## config.mk

```make
export PLATFORM = sky130hd
export DESIGN_NAME = polygon_ring_area_core
export DESIGN_NICKNAME = d
export VERILOG_FILES = /design/src/hw/rtl/prac_pkg.sv /design/src/hw/rtl/prac_front.sv /design/src/hw/rtl/prac_queue.sv /design/src/hw/rtl/prac_back.sv /design/src/hw/rtl/polygon_ring_area_core.sv
export SDC_FILE = /design/constraint.sdc
export NUM_CORES = 2
export LEC_CHECK = 0
export ABC_CLOCK_PERIOD_IN_PS = 9120
export BUFFER_PORTS_ARGS = -buffer_cell sky130_fd_sc_hd__buf_2
export CORE_ASPECT_RATIO = 2
export CORE_MARGIN = 2
export CORE_UTILIZATION = 40
export CTS_BUF_LIST = sky130_fd_sc_hd__clkbuf_4
export DETAILED_ROUTE_END_ITERATION = 6
export PLACE_DENSITY_LB_ADDON = 0.2
export SETUP_SLACK_MARGIN = 0.2
export SYNTH_ARGS = -nofsm -noshare
export SYNTH_HDL_FRONTEND = slang
export SYNTH_SLANG_ARGS = --single-unit
```

## constraint.sdc

```tcl
create_clock -name i_clk -period 9.12 [get_ports i_clk]
set_input_delay 0.456 -clock i_clk [delete_from_list [all_inputs] [get_ports i_clk]]
set_output_delay 0.456 -clock i_clk [all_outputs]
set_load 0.02 [all_outputs]
```

## src/hw/rtl/prac_pkg.sv

```systemverilog
package prac_pkg;

    // Fixed widths of the stream fields
    localparam int IN_COORD_W    = 24;
    localparam int AREA_W        = 64;
    localparam int S_TDATA_W     = 48;
    localparam int M_TDATA_W     = 64;
    localparam int M_TUSER_W     = 2;

    // Defaults for the top-level parameters
    localparam int COORD_BITS_DEF  = 24;
    localparam int QUEUE_DEPTH_DEF = 4;

    // Vertices needed before a ring has any area
    localparam logic [1:0] CNT_FULL = 2'd3;

    localparam logic [AREA_W-1:0] SUM_MAX = {1'b0, {(AREA_W-1){1'b1}}};
    localparam logic [AREA_W-1:0] SUM_MIN = {1'b1, {(AREA_W-1){1'b0}}};

    // tuser bit positions on the result side
    localparam int TUSER_SHORT = 0;
    localparam int TUSER_SAT   = 1;

    // What the back end does with one queued vertex
    typedef struct packed {
        logic acc;        // add this vertex's cross term
        logic last;       // final vertex: emit and clear
        logic short_ring; // ring ended with fewer than three vertices
    } t_op_flags;

    localparam int FLAGS_W = $bits(t_op_flags);

endpackage

```

## src/hw/rtl/prac_front.sv

```systemverilog
module prac_front #(
    parameter int COORD_BITS = prac_pkg::COORD_BITS_DEF
) (
    input  logic                              i_clk,
    input  logic                              i_rst_n,
    // point_x [23:0], point_y [47:24]
    input  logic [prac_pkg::S_TDATA_W-1:0]    i_tdata,
    input  logic                              i_tlast,
    input  logic                              i_accept,
    output logic signed [COORD_BITS:0]        o_dx,
    output logic signed [COORD_BITS:0]        o_dy,
    output prac_pkg::t_op_flags               o_flags
);

    logic signed [COORD_BITS-1:0] w_x;
    logic signed [COORD_BITS-1:0] w_y;

    logic signed [COORD_BITS-1:0] r_first_x, n_first_x;
    logic signed [COORD_BITS-1:0] r_last_x,  n_last_x;
    logic signed [COORD_BITS-1:0] r_last_y,  n_last_y;
    logic signed [COORD_BITS-1:0] r_older_y, n_older_y;
    logic [1:0]                   r_count,   n_count;

    // Low COORD_BITS of each field, sign taken from the top kept bit
    assign w_x = COORD_BITS'(i_tdata[prac_pkg::IN_COORD_W-1:0]);
    assign w_y = COORD_BITS'(i_tdata[prac_pkg::S_TDATA_W-1:prac_pkg::IN_COORD_W]);

    assign o_dx = {r_last_x[COORD_BITS-1], r_last_x} - {r_first_x[COORD_BITS-1], r_first_x};
    assign o_dy = {r_older_y[COORD_BITS-1], r_older_y} - {w_y[COORD_BITS-1], w_y};

    always_comb begin
        o_flags            = '0;
        o_flags.acc        = r_count[1];
        o_flags.last       = i_tlast;
        o_flags.short_ring = !r_count[1];
    end

    always_comb begin
        n_first_x = r_first_x;
        n_last_x  = r_last_x;
        n_last_y  = r_last_y;
        n_older_y = r_older_y;
        n_count   = r_count;
        if (i_accept) begin
            if (i_tlast) begin
                // clear ring state for the next ring
                n_first_x = '0;
                n_last_x  = '0;
                n_last_y  = '0;
                n_older_y = '0;
                n_count   = '0;
            end else begin
                if (r_count == 2'd0) begin
                    n_first_x = w_x;
                end
                n_older_y = r_last_y;
                n_last_y  = w_y;
                n_last_x  = w_x;
                if (r_count != prac_pkg::CNT_FULL) begin
                    n_count = r_count + 2'd1;
                end
            end
        end
    end

    always_ff @(posedge i_clk) begin
        if (!i_rst_n) begin
            r_first_x <= '0;
            r_last_x  <= '0;
            r_last_y  <= '0;
            r_older_y <= '0;
            r_count   <= '0;
        end else begin
            r_first_x <= n_first_x;
            r_last_x  <= n_last_x;
            r_last_y  <= n_last_y;
            r_older_y <= n_older_y;
            r_count   <= n_count;
        end
    end

endmodule

```

## src/hw/rtl/prac_queue.sv

```systemverilog
module prac_queue #(
    parameter int WIDTH = 8,
    parameter int DEPTH = prac_pkg::QUEUE_DEPTH_DEF
) (
    input  logic             i_clk,
    input  logic             i_rst_n,
    input  logic             i_push,
    input  logic [WIDTH-1:0] i_data,
    output logic             o_full,
    input  logic             i_pop,
    output logic             o_empty,
    output logic [WIDTH-1:0] o_data
);

    localparam int PTR_W = (DEPTH > 1) ? $clog2(DEPTH) : 1;
    localparam int CNT_W = $clog2(DEPTH + 1);
    localparam logic [PTR_W-1:0] PTR_LAST = PTR_W'(DEPTH - 1);
    localparam logic [CNT_W-1:0] CNT_MAX  = CNT_W'(DEPTH);

    logic [WIDTH-1:0] r_mem [DEPTH];
    logic [PTR_W-1:0] r_wr_ptr, n_wr_ptr;
    logic [PTR_W-1:0] r_rd_ptr, n_rd_ptr;
    logic [CNT_W-1:0] r_count,  n_count;
    logic             w_push;
    logic             w_pop;

    assign o_full  = (r_count == CNT_MAX);
    assign o_empty = (r_count == '0);
    assign o_data  = r_mem[r_rd_ptr];
    assign w_push  = i_push && !o_full;
    assign w_pop   = i_pop && !o_empty;

    always_comb begin
        n_wr_ptr = r_wr_ptr;
        n_rd_ptr = r_rd_ptr;
        n_count  = r_count;
        if (w_push) begin
            n_wr_ptr = (r_wr_ptr == PTR_LAST) ? '0 : r_wr_ptr + PTR_W'(1);
        end
        if (w_pop) begin
            n_rd_ptr = (r_rd_ptr == PTR_LAST) ? '0 : r_rd_ptr + PTR_W'(1);
        end
        if (w_push && !w_pop) begin
            n_count = r_count + CNT_W'(1);
        end else if (w_pop && !w_push) begin
            n_count = r_count - CNT_W'(1);
        end
    end

    always_ff @(posedge i_clk) begin
        if (w_push) begin
            r_mem[r_wr_ptr] <= i_data;
        end
    end

    always_ff @(posedge i_clk) begin
        if (!i_rst_n) begin
            r_wr_ptr <= '0;
            r_rd_ptr <= '0;
            r_count  <= '0;
        end else begin
            r_wr_ptr <= n_wr_ptr;
            r_rd_ptr <= n_rd_ptr;
            r_count  <= n_count;
        end
    end

    a_count_bound: assert property (@(posedge i_clk) disable iff (!i_rst_n)
        r_count <= CNT_MAX)
        else $error("queue count beyond depth");

    a_count_step: assert property (@(posedge i_clk) disable iff (!i_rst_n)
        w_push && !w_pop |=> r_count == $past(r_count) + CNT_W'(1))
        else $error("queue count missed a push");

endmodule

```

## src/hw/rtl/prac_back.sv

```systemverilog
module prac_back #(
    parameter int COORD_BITS = prac_pkg::COORD_BITS_DEF
) (
    input  logic                              i_clk,
    input  logic                              i_rst_n,
    input  logic                              i_abs_mode,
    // queue head
    input  logic                              i_q_valid,
    input  logic signed [COORD_BITS:0]        i_dx,
    input  logic signed [COORD_BITS:0]        i_dy,
    input  prac_pkg::t_op_flags               i_flags,
    output logic                              o_q_pop,
    // result stream
    output logic                              o_tvalid,
    input  logic                              i_tready,
    // twice_area [63:0]
    output logic [prac_pkg::M_TDATA_W-1:0]    o_tdata,
    // short_ring [0], saturated [1]
    output logic [prac_pkg::M_TUSER_W-1:0]    o_tuser
);

    localparam int PROD_W = 2 * COORD_BITS + 2;
    localparam int AW     = prac_pkg::AREA_W;

    // multiply stage
    logic                       r_m_vld;
    logic signed [PROD_W-1:0]   r_prod;
    prac_pkg::t_op_flags        r_m_flags;

    // accumulator
    logic [AW-1:0]              r_sum, n_sum;
    logic                       r_clip, n_clip;

    // finished ring waiting for the magnitude stage
    logic                       r_fin_vld;
    logic [AW-1:0]              r_fin_sum, n_fin_sum;
    logic                       r_fin_sat, n_fin_sat;
    logic                       r_fin_short;

    // output register
    logic                       r_out_vld;
    logic [AW-1:0]              r_out_data, n_out_data;
    logic                       r_out_sat,  n_out_sat;
    logic                       r_out_short;

    logic                       w_out_free;
    logic                       w_fin_ready;
    logic                       w_m_ready;
    logic                       w_adv_acc;
    logic [AW-1:0]              w_term;
    logic [AW-1:0]              w_add;
    logic                       w_ovf;
    logic [AW-1:0]              w_sum_new;
    logic                       w_clip_new;

    assign w_out_free  = !r_out_vld || i_tready;
    assign w_fin_ready = !r_fin_vld || w_out_free;
    assign w_m_ready   = !r_m_vld || w_fin_ready;
    assign w_adv_acc   = r_m_vld && w_fin_ready;
    assign o_q_pop     = i_q_valid && w_m_ready;

    assign o_tvalid = r_out_vld;
    assign o_tdata  = r_out_data;
    always_comb begin
        o_tuser = '0;
        o_tuser[prac_pkg::TUSER_SHORT] = r_out_short;
        o_tuser[prac_pkg::TUSER_SAT]   = r_out_sat;
    end

    // Saturating accumulate
    assign w_term = {{(AW - PROD_W){r_prod[PROD_W-1]}}, r_prod};
    assign w_add  = r_sum + w_term;
    assign w_ovf  = (r_sum[AW-1] == w_term[AW-1]) && (w_add[AW-1] != r_sum[AW-1]);

    always_comb begin
        w_sum_new  = r_sum;
        w_clip_new = r_clip;
        if (r_m_flags.acc) begin
            if (w_ovf) begin
                w_sum_new  = w_term[AW-1] ? prac_pkg::SUM_MIN : prac_pkg::SUM_MAX;
                w_clip_new = 1'b1;
            end else begin
                w_sum_new = w_add;
            end
        end
    end

    always_comb begin
        n_sum     = r_sum;
        n_clip    = r_clip;
        n_fin_sum = r_fin_sum;
        n_fin_sat = r_fin_sat;
        if (w_adv_acc) begin
            if (r_m_flags.last) begin
                n_fin_sum = r_m_flags.short_ring ? '0 : w_sum_new;
                n_fin_sat = r_m_flags.short_ring ? 1'b0 : w_clip_new;
                // drop the ring's sum once it is handed on
                n_sum     = '0;
                n_clip    = 1'b0;
            end else begin
                n_sum  = w_sum_new;
                n_clip = w_clip_new;
            end
        end
    end

    // Magnitude stage
    always_comb begin
        n_out_data = r_fin_sum;
        n_out_sat  = r_fin_sat;
        if (i_abs_mode && r_fin_sum[AW-1]) begin
            if (r_fin_sum == prac_pkg::SUM_MIN) begin
                n_out_data = prac_pkg::SUM_MAX;
                n_out_sat  = 1'b1;
            end else begin
                n_out_data = -r_fin_sum;
            end
        end
    end

    always_ff @(posedge i_clk) begin
        if (o_q_pop) begin
            r_prod    <= i_dx * i_dy;
            r_m_flags <= i_flags;
        end
        if (w_adv_acc && r_m_flags.last) begin
            r_fin_sum   <= n_fin_sum;
            r_fin_sat   <= n_fin_sat;
            r_fin_short <= r_m_flags.short_ring;
        end
        if (r_fin_vld && w_out_free) begin
            r_out_data  <= n_out_data;
            r_out_sat   <= n_out_sat;
            r_out_short <= r_fin_short;
        end
    end

    always_ff @(posedge i_clk) begin
        if (!i_rst_n) begin
            r_m_vld   <= 1'b0;
            r_fin_vld <= 1'b0;
            r_out_vld <= 1'b0;
            r_sum     <= '0;
            r_clip    <= 1'b0;
        end else begin
            r_sum  <= n_sum;
            r_clip <= n_clip;
            if (w_m_ready) begin
                r_m_vld <= i_q_valid;
            end
            if (w_fin_ready) begin
                r_fin_vld <= w_adv_acc && r_m_flags.last;
            end
            if (w_out_free) begin
                r_out_vld <= r_fin_vld;
            end
        end
    end

    a_clear_after_end: assert property (@(posedge i_clk) disable iff (!i_rst_n)
        w_adv_acc && r_m_flags.last |=> r_sum == '0 && !r_clip)
        else $error("accumulator not cleared after ring end");

    a_short_zero: assert property (@(posedge i_clk) disable iff (!i_rst_n)
        r_fin_vld && r_fin_short |-> r_fin_sum == '0 && !r_fin_sat)
        else $error("short ring carries area or clip");

    a_no_acc_on_short: assert property (@(posedge i_clk) disable iff (!i_rst_n)
        r_m_vld && r_m_flags.short_ring |-> !r_m_flags.acc)
        else $error("short-ring vertex marked for accumulation");

endmodule

```

## src/hw/rtl/polygon_ring_area_core.sv

```systemverilog
// A result is registered after the vertex carrying tlast is transferred, passing through
// the queue, multiply register, accumulate register and magnitude/output register.
// Throughput: one vertex per cycle, set by the pipelined multiply-accumulate, while
// the 4-entry queue has room; it takes vertices while a result waits on m_tready.
// Reset (i_rst_n low, synchronous): ring state, accumulator and queue clear,
// absolute mode returns to 0, no result is pending; no clearing pass is needed.
module polygon_ring_area_core #(
    parameter int COORD_BITS  = prac_pkg::COORD_BITS_DEF,
    parameter int QUEUE_DEPTH = prac_pkg::QUEUE_DEPTH_DEF
) (
    input  logic                              i_clk,
    input  logic                              i_rst_n,
    // configuration: absolute_mode [0]
    input  logic                              i_cfg_valid,
    output logic                              o_cfg_ready,
    input  logic [0:0]                        i_cfg_data,
    // vertex stream: point_x [23:0], point_y [47:24]; tlast = ring_end
    input  logic                              s_tvalid,
    output logic                              s_tready,
    input  logic [prac_pkg::S_TDATA_W-1:0]    s_tdata,
    input  logic                              s_tlast,
    // result stream: twice_area [63:0]
    output logic                              m_tvalid,
    input  logic                              m_tready,
    output logic [prac_pkg::M_TDATA_W-1:0]    m_tdata,
    // short_ring [0], saturated [1]
    output logic [prac_pkg::M_TUSER_W-1:0]    m_tuser
);

    localparam int FW = COORD_BITS + 1;
    localparam int QW = 2 * FW + prac_pkg::FLAGS_W;

    logic                     r_abs_mode;
    logic                     w_accept;
    logic                     w_q_full;
    logic                     w_q_empty;
    logic                     w_q_pop;
    logic signed [FW-1:0]     w_f_dx;
    logic signed [FW-1:0]     w_f_dy;
    prac_pkg::t_op_flags      w_f_flags;
    logic [QW-1:0]            w_q_in;
    logic [QW-1:0]            w_q_out;
    logic signed [FW-1:0]     w_b_dx;
    logic signed [FW-1:0]     w_b_dy;
    prac_pkg::t_op_flags      w_b_flags;

    assign o_cfg_ready = 1'b1;
    assign s_tready    = !w_q_full;
    assign w_accept    = s_tvalid && s_tready;

    always_ff @(posedge i_clk) begin
        if (!i_rst_n) begin
            r_abs_mode <= 1'b0;
        end else if (i_cfg_valid) begin
            r_abs_mode <= i_cfg_data[0];
        end
    end

    prac_front #(
        .COORD_BITS (COORD_BITS)
    ) u_front (
        .i_clk    (i_clk),
        .i_rst_n  (i_rst_n),
        .i_tdata  (s_tdata),
        .i_tlast  (s_tlast),
        .i_accept (w_accept),
        .o_dx     (w_f_dx),
        .o_dy     (w_f_dy),
        .o_flags  (w_f_flags)
    );

    assign w_q_in = {w_f_flags, w_f_dy, w_f_dx};

    prac_queue #(
        .WIDTH (QW),
        .DEPTH (QUEUE_DEPTH)
    ) u_queue (
        .i_clk   (i_clk),
        .i_rst_n (i_rst_n),
        .i_push  (w_accept),
        .i_data  (w_q_in),
        .o_full  (w_q_full),
        .i_pop   (w_q_pop),
        .o_empty (w_q_empty),
        .o_data  (w_q_out)
    );

    assign w_b_dx    = w_q_out[FW-1:0];
    assign w_b_dy    = w_q_out[2*FW-1:FW];
    assign w_b_flags = w_q_out[QW-1:2*FW];

    prac_back #(
        .COORD_BITS (COORD_BITS)
    ) u_back (
        .i_clk      (i_clk),
        .i_rst_n    (i_rst_n),
        .i_abs_mode (r_abs_mode),
        .i_q_valid  (!w_q_empty),
        .i_dx       (w_b_dx),
        .i_dy       (w_b_dy),
        .i_flags    (w_b_flags),
        .o_q_pop    (w_q_pop),
        .o_tvalid   (m_tvalid),
        .i_tready   (m_tready),
        .o_tdata    (m_tdata),
        .o_tuser    (m_tuser)
    );

endmodule
```

==> metrics.yaml <==
final_layout:
  layout_commonest_cell: "inv_1"
  synthToLayoutAreaGrowth_pct: 11.3
  drive_above_1_share_pct: 11.4
  layout.nets: 6547
  fillers: 12600
  final_cell_mix: "764 x inv_1, 663 x fa_1, 622 x nand2_1"
placed_design:
  io_buffers: 122
  gp_congestion: 0.995
  post-dp-hpwl_um: 127000
setup_path:
  cp_top_family: "adder cells"
  arrival_ns: 9.38
  cp_max_fo: 38
  cp-end-kind: "flip-flop"
  crit_required_ns: 9.88
  critPathKind: "reg2reg"
  crit_slowest_cell: "fa_1"
  critPathBufInv: 9
  crit_top_cell: "fa_1"
  slowest_delay_ns: 0.56
  crit_path_start_kind: "flip-flop"
clock_network:
  clkTransAtPathRegs_ns: 0.07
  h-tree-depth: 4
  cts_sinks: 573
  cts_tree: "yes"
  clk_latency_ns: 1.10
  clockBufferDepth: 3
  cts_buffers: 140
  cts-root-buf: "clkbuf_4"
  post_cts_buffers: 0
sta:
  maxSlewHeadroom_pct: 21.4
  fmax_mhz: 116
  period_share_pct: 94.5
  setup_viol: 0
  drv_slew: 0
  hold_viol_final: 0
  period_minus_slack_ns: 8.62
  worst_pin_slew_ns: 1.18
  grt_setup_unrepaired: "yes"
  clock_skew_ns: 0.0770
  setup_tns_ns: 0
min_path:
  holdCritPathClass: "in2reg"
synth:
  ys_ff_latch: 573
  postSynthCellCount: 5319
  synth-main-ff-cell: "edfxtp_1"
  synth_edf_count: 397
  ys_seq_area_share_pct: 29.7
  synth_fa_ha_area_share_pct: 31.8
  synthSimpleGateAreaFrac_pct: 14.0
  synthXorXnorAreaFrac_pct: 3.37
  syn_nets: 6298
  synthMuxAreaShare_pct: 2.38
  postSynth.asyncResetShare_pct: 0
  synth_compound_area_share_pct: 11.2
  synth_warnings: 0
  synth_area_mm2: 0.0520
  syn_area_per_cell_um2: 9.78
  synth_top_family_by_area: "adder cells"
  ys_types: 88
route:
  postRouteAntennaNets: 0
  drc_errors: 0
  routed_via_density: 5.25
  wl_um: 157000
  wl_per_cell_um: 21.3
  vias: 38800
  drt_pass1_iterations: 6
  drt_iter0_markers: 1766
die:
  fp-row-count: 187
  die_h_um: 514
  io-pin-count: 124
  die_w_um: 259
  initial_core_util_pct: 40.2
  dieArea_mm2: 0.133
  coreArea_mm2: 0.129
status:
  outcome: "completed"
grt:
  grt_pass1_wl_um: 242000
  grt_pass1_vias: 42100
  grt.overflow.total: 0
  antenna_found_initial: 6
  grt_max_degree: 83
  grt_usage_pct: 24.0
job:
  maxCapViolCount: 0
[layer usage]
layer  share of wire (%)  wire (µm)  vias up  track usage (%)
met4                 8.0      12600        0             17.5
met3                 3.8       5920      503             2.89
met1                  32      51100    19200             22.0
li1                    -          -    18000                -
met5                   0          0        -                0
met2                  56      87700     1105             47.3
[worst paths after layout]
check / from / end / slack [ns] / cells past startpoint
hold / removal: s_tlast / u_queue.r_mem[1][51]$_DFFE_PP_ / 0.13 / 2
setup reg to reg: flip-flop / u_back.r_prod[49]$_DFFE_PP_ / 0.50 / 29
hold reg to reg: u_back.r_fin_short$_DFFE_PP_ / u_back.r_out_short$_DFFE_PP_ / 0.43 / 0
setup / recovery: flip-flop / u_back.r_prod[49]$_DFFE_PP_ / 0.50 / 29
[Yosys cell counts, types with 76 or more instances]
| master | number | area share (%) |
|---|---|---|
| dfxtp_1 | 176 | 6.8 |
| xnor2_1 | 129 | 2.2 |
| a21o_1 | 79 | 1.1 |
| inv_1 | 765 | 5.5 |
| nand2_1 | 623 | 4.5 |
| and2_1 | 76 | 0.91 |
| clkbuf_1 | 223 | 1.6 |
| o21ai_0 | 181 | 1.7 |
| ha_1 | 261 | 6.3 |
| fa_1 | 663 | 26 |
| nor2b_1 | 130 | 1.6 |
| nor2_1 | 421 | 3.0 |
| edfxtp_1 | 397 | 23 |
| a21oi_1 | 274 | 2.6 |
[state kept, by name (all words and copies together) (netlist names), 2 cells and up, named ones only]
signal / cells
u_queue.r_wr_ptr: 2
u_queue.r_mem: 212
u_front.r_last_x: 24
u_back.r_prod: 50
u_queue.r_count: 3
u_front.r_count: 2
u_back.r_sum: 64
u_back.r_m_flags: 3
u_back.o_tdata: 64
u_front.r_last_y: 24
u_front.r_first_x: 24
u_back.r_fin_sum: 64
u_front.r_older_y: 24
u_queue.r_rd_ptr: 2
[area by class of cell]
class,count,area [µm²],area share (%)
Tap cell,1701,2130,3.68
Multi-Input combinational cell,3719,32800,56.6
Sequential cell,573,15500,26.7
Clock buffer,203,1520,2.63
Inverter,767,2880,4.97
Clock inverter,54,385,0.666
Antenna cell,3,7.51,0.0130
Timing Repair Buffer,367,2730,4.72
[cells by family after synthesis]
kind of cell | count (synthesis)
xor+xnor | 200
mux | 101
other cells | 1
simple gates | 1573
fa+ha+maj | 924
compound gates | 919
flops | 573
buf+inv | 1028
[what timing repair did]
action                                  in CTS  in global routing
hold buffers                                77                  0
hold endpoints to repair                   125                  0
endpoints found under the setup margin       0                 10
resized for setup                            0                  5
[metrics by stage]
step,hold WS (ns),cell area [µm²],util [%],cells,setup slack (ns)
after floorplan,0.400,52000,-,5319,0.391
after global placement,0.411,55200,42.6,7049,0.481
after detailed placement,0.417,55200,42.6,7049,0.453
after CTS,0.0205,57800,44.7,7383,0.408
after global routing,0.129,57900,44.7,7386,0.134
final,0.133,57900,44.7,7387,0.499
Power is left out: the tool's default activity adds up to more than one toggle a clock period on the data nets, which glitch-free logic cannot reach.
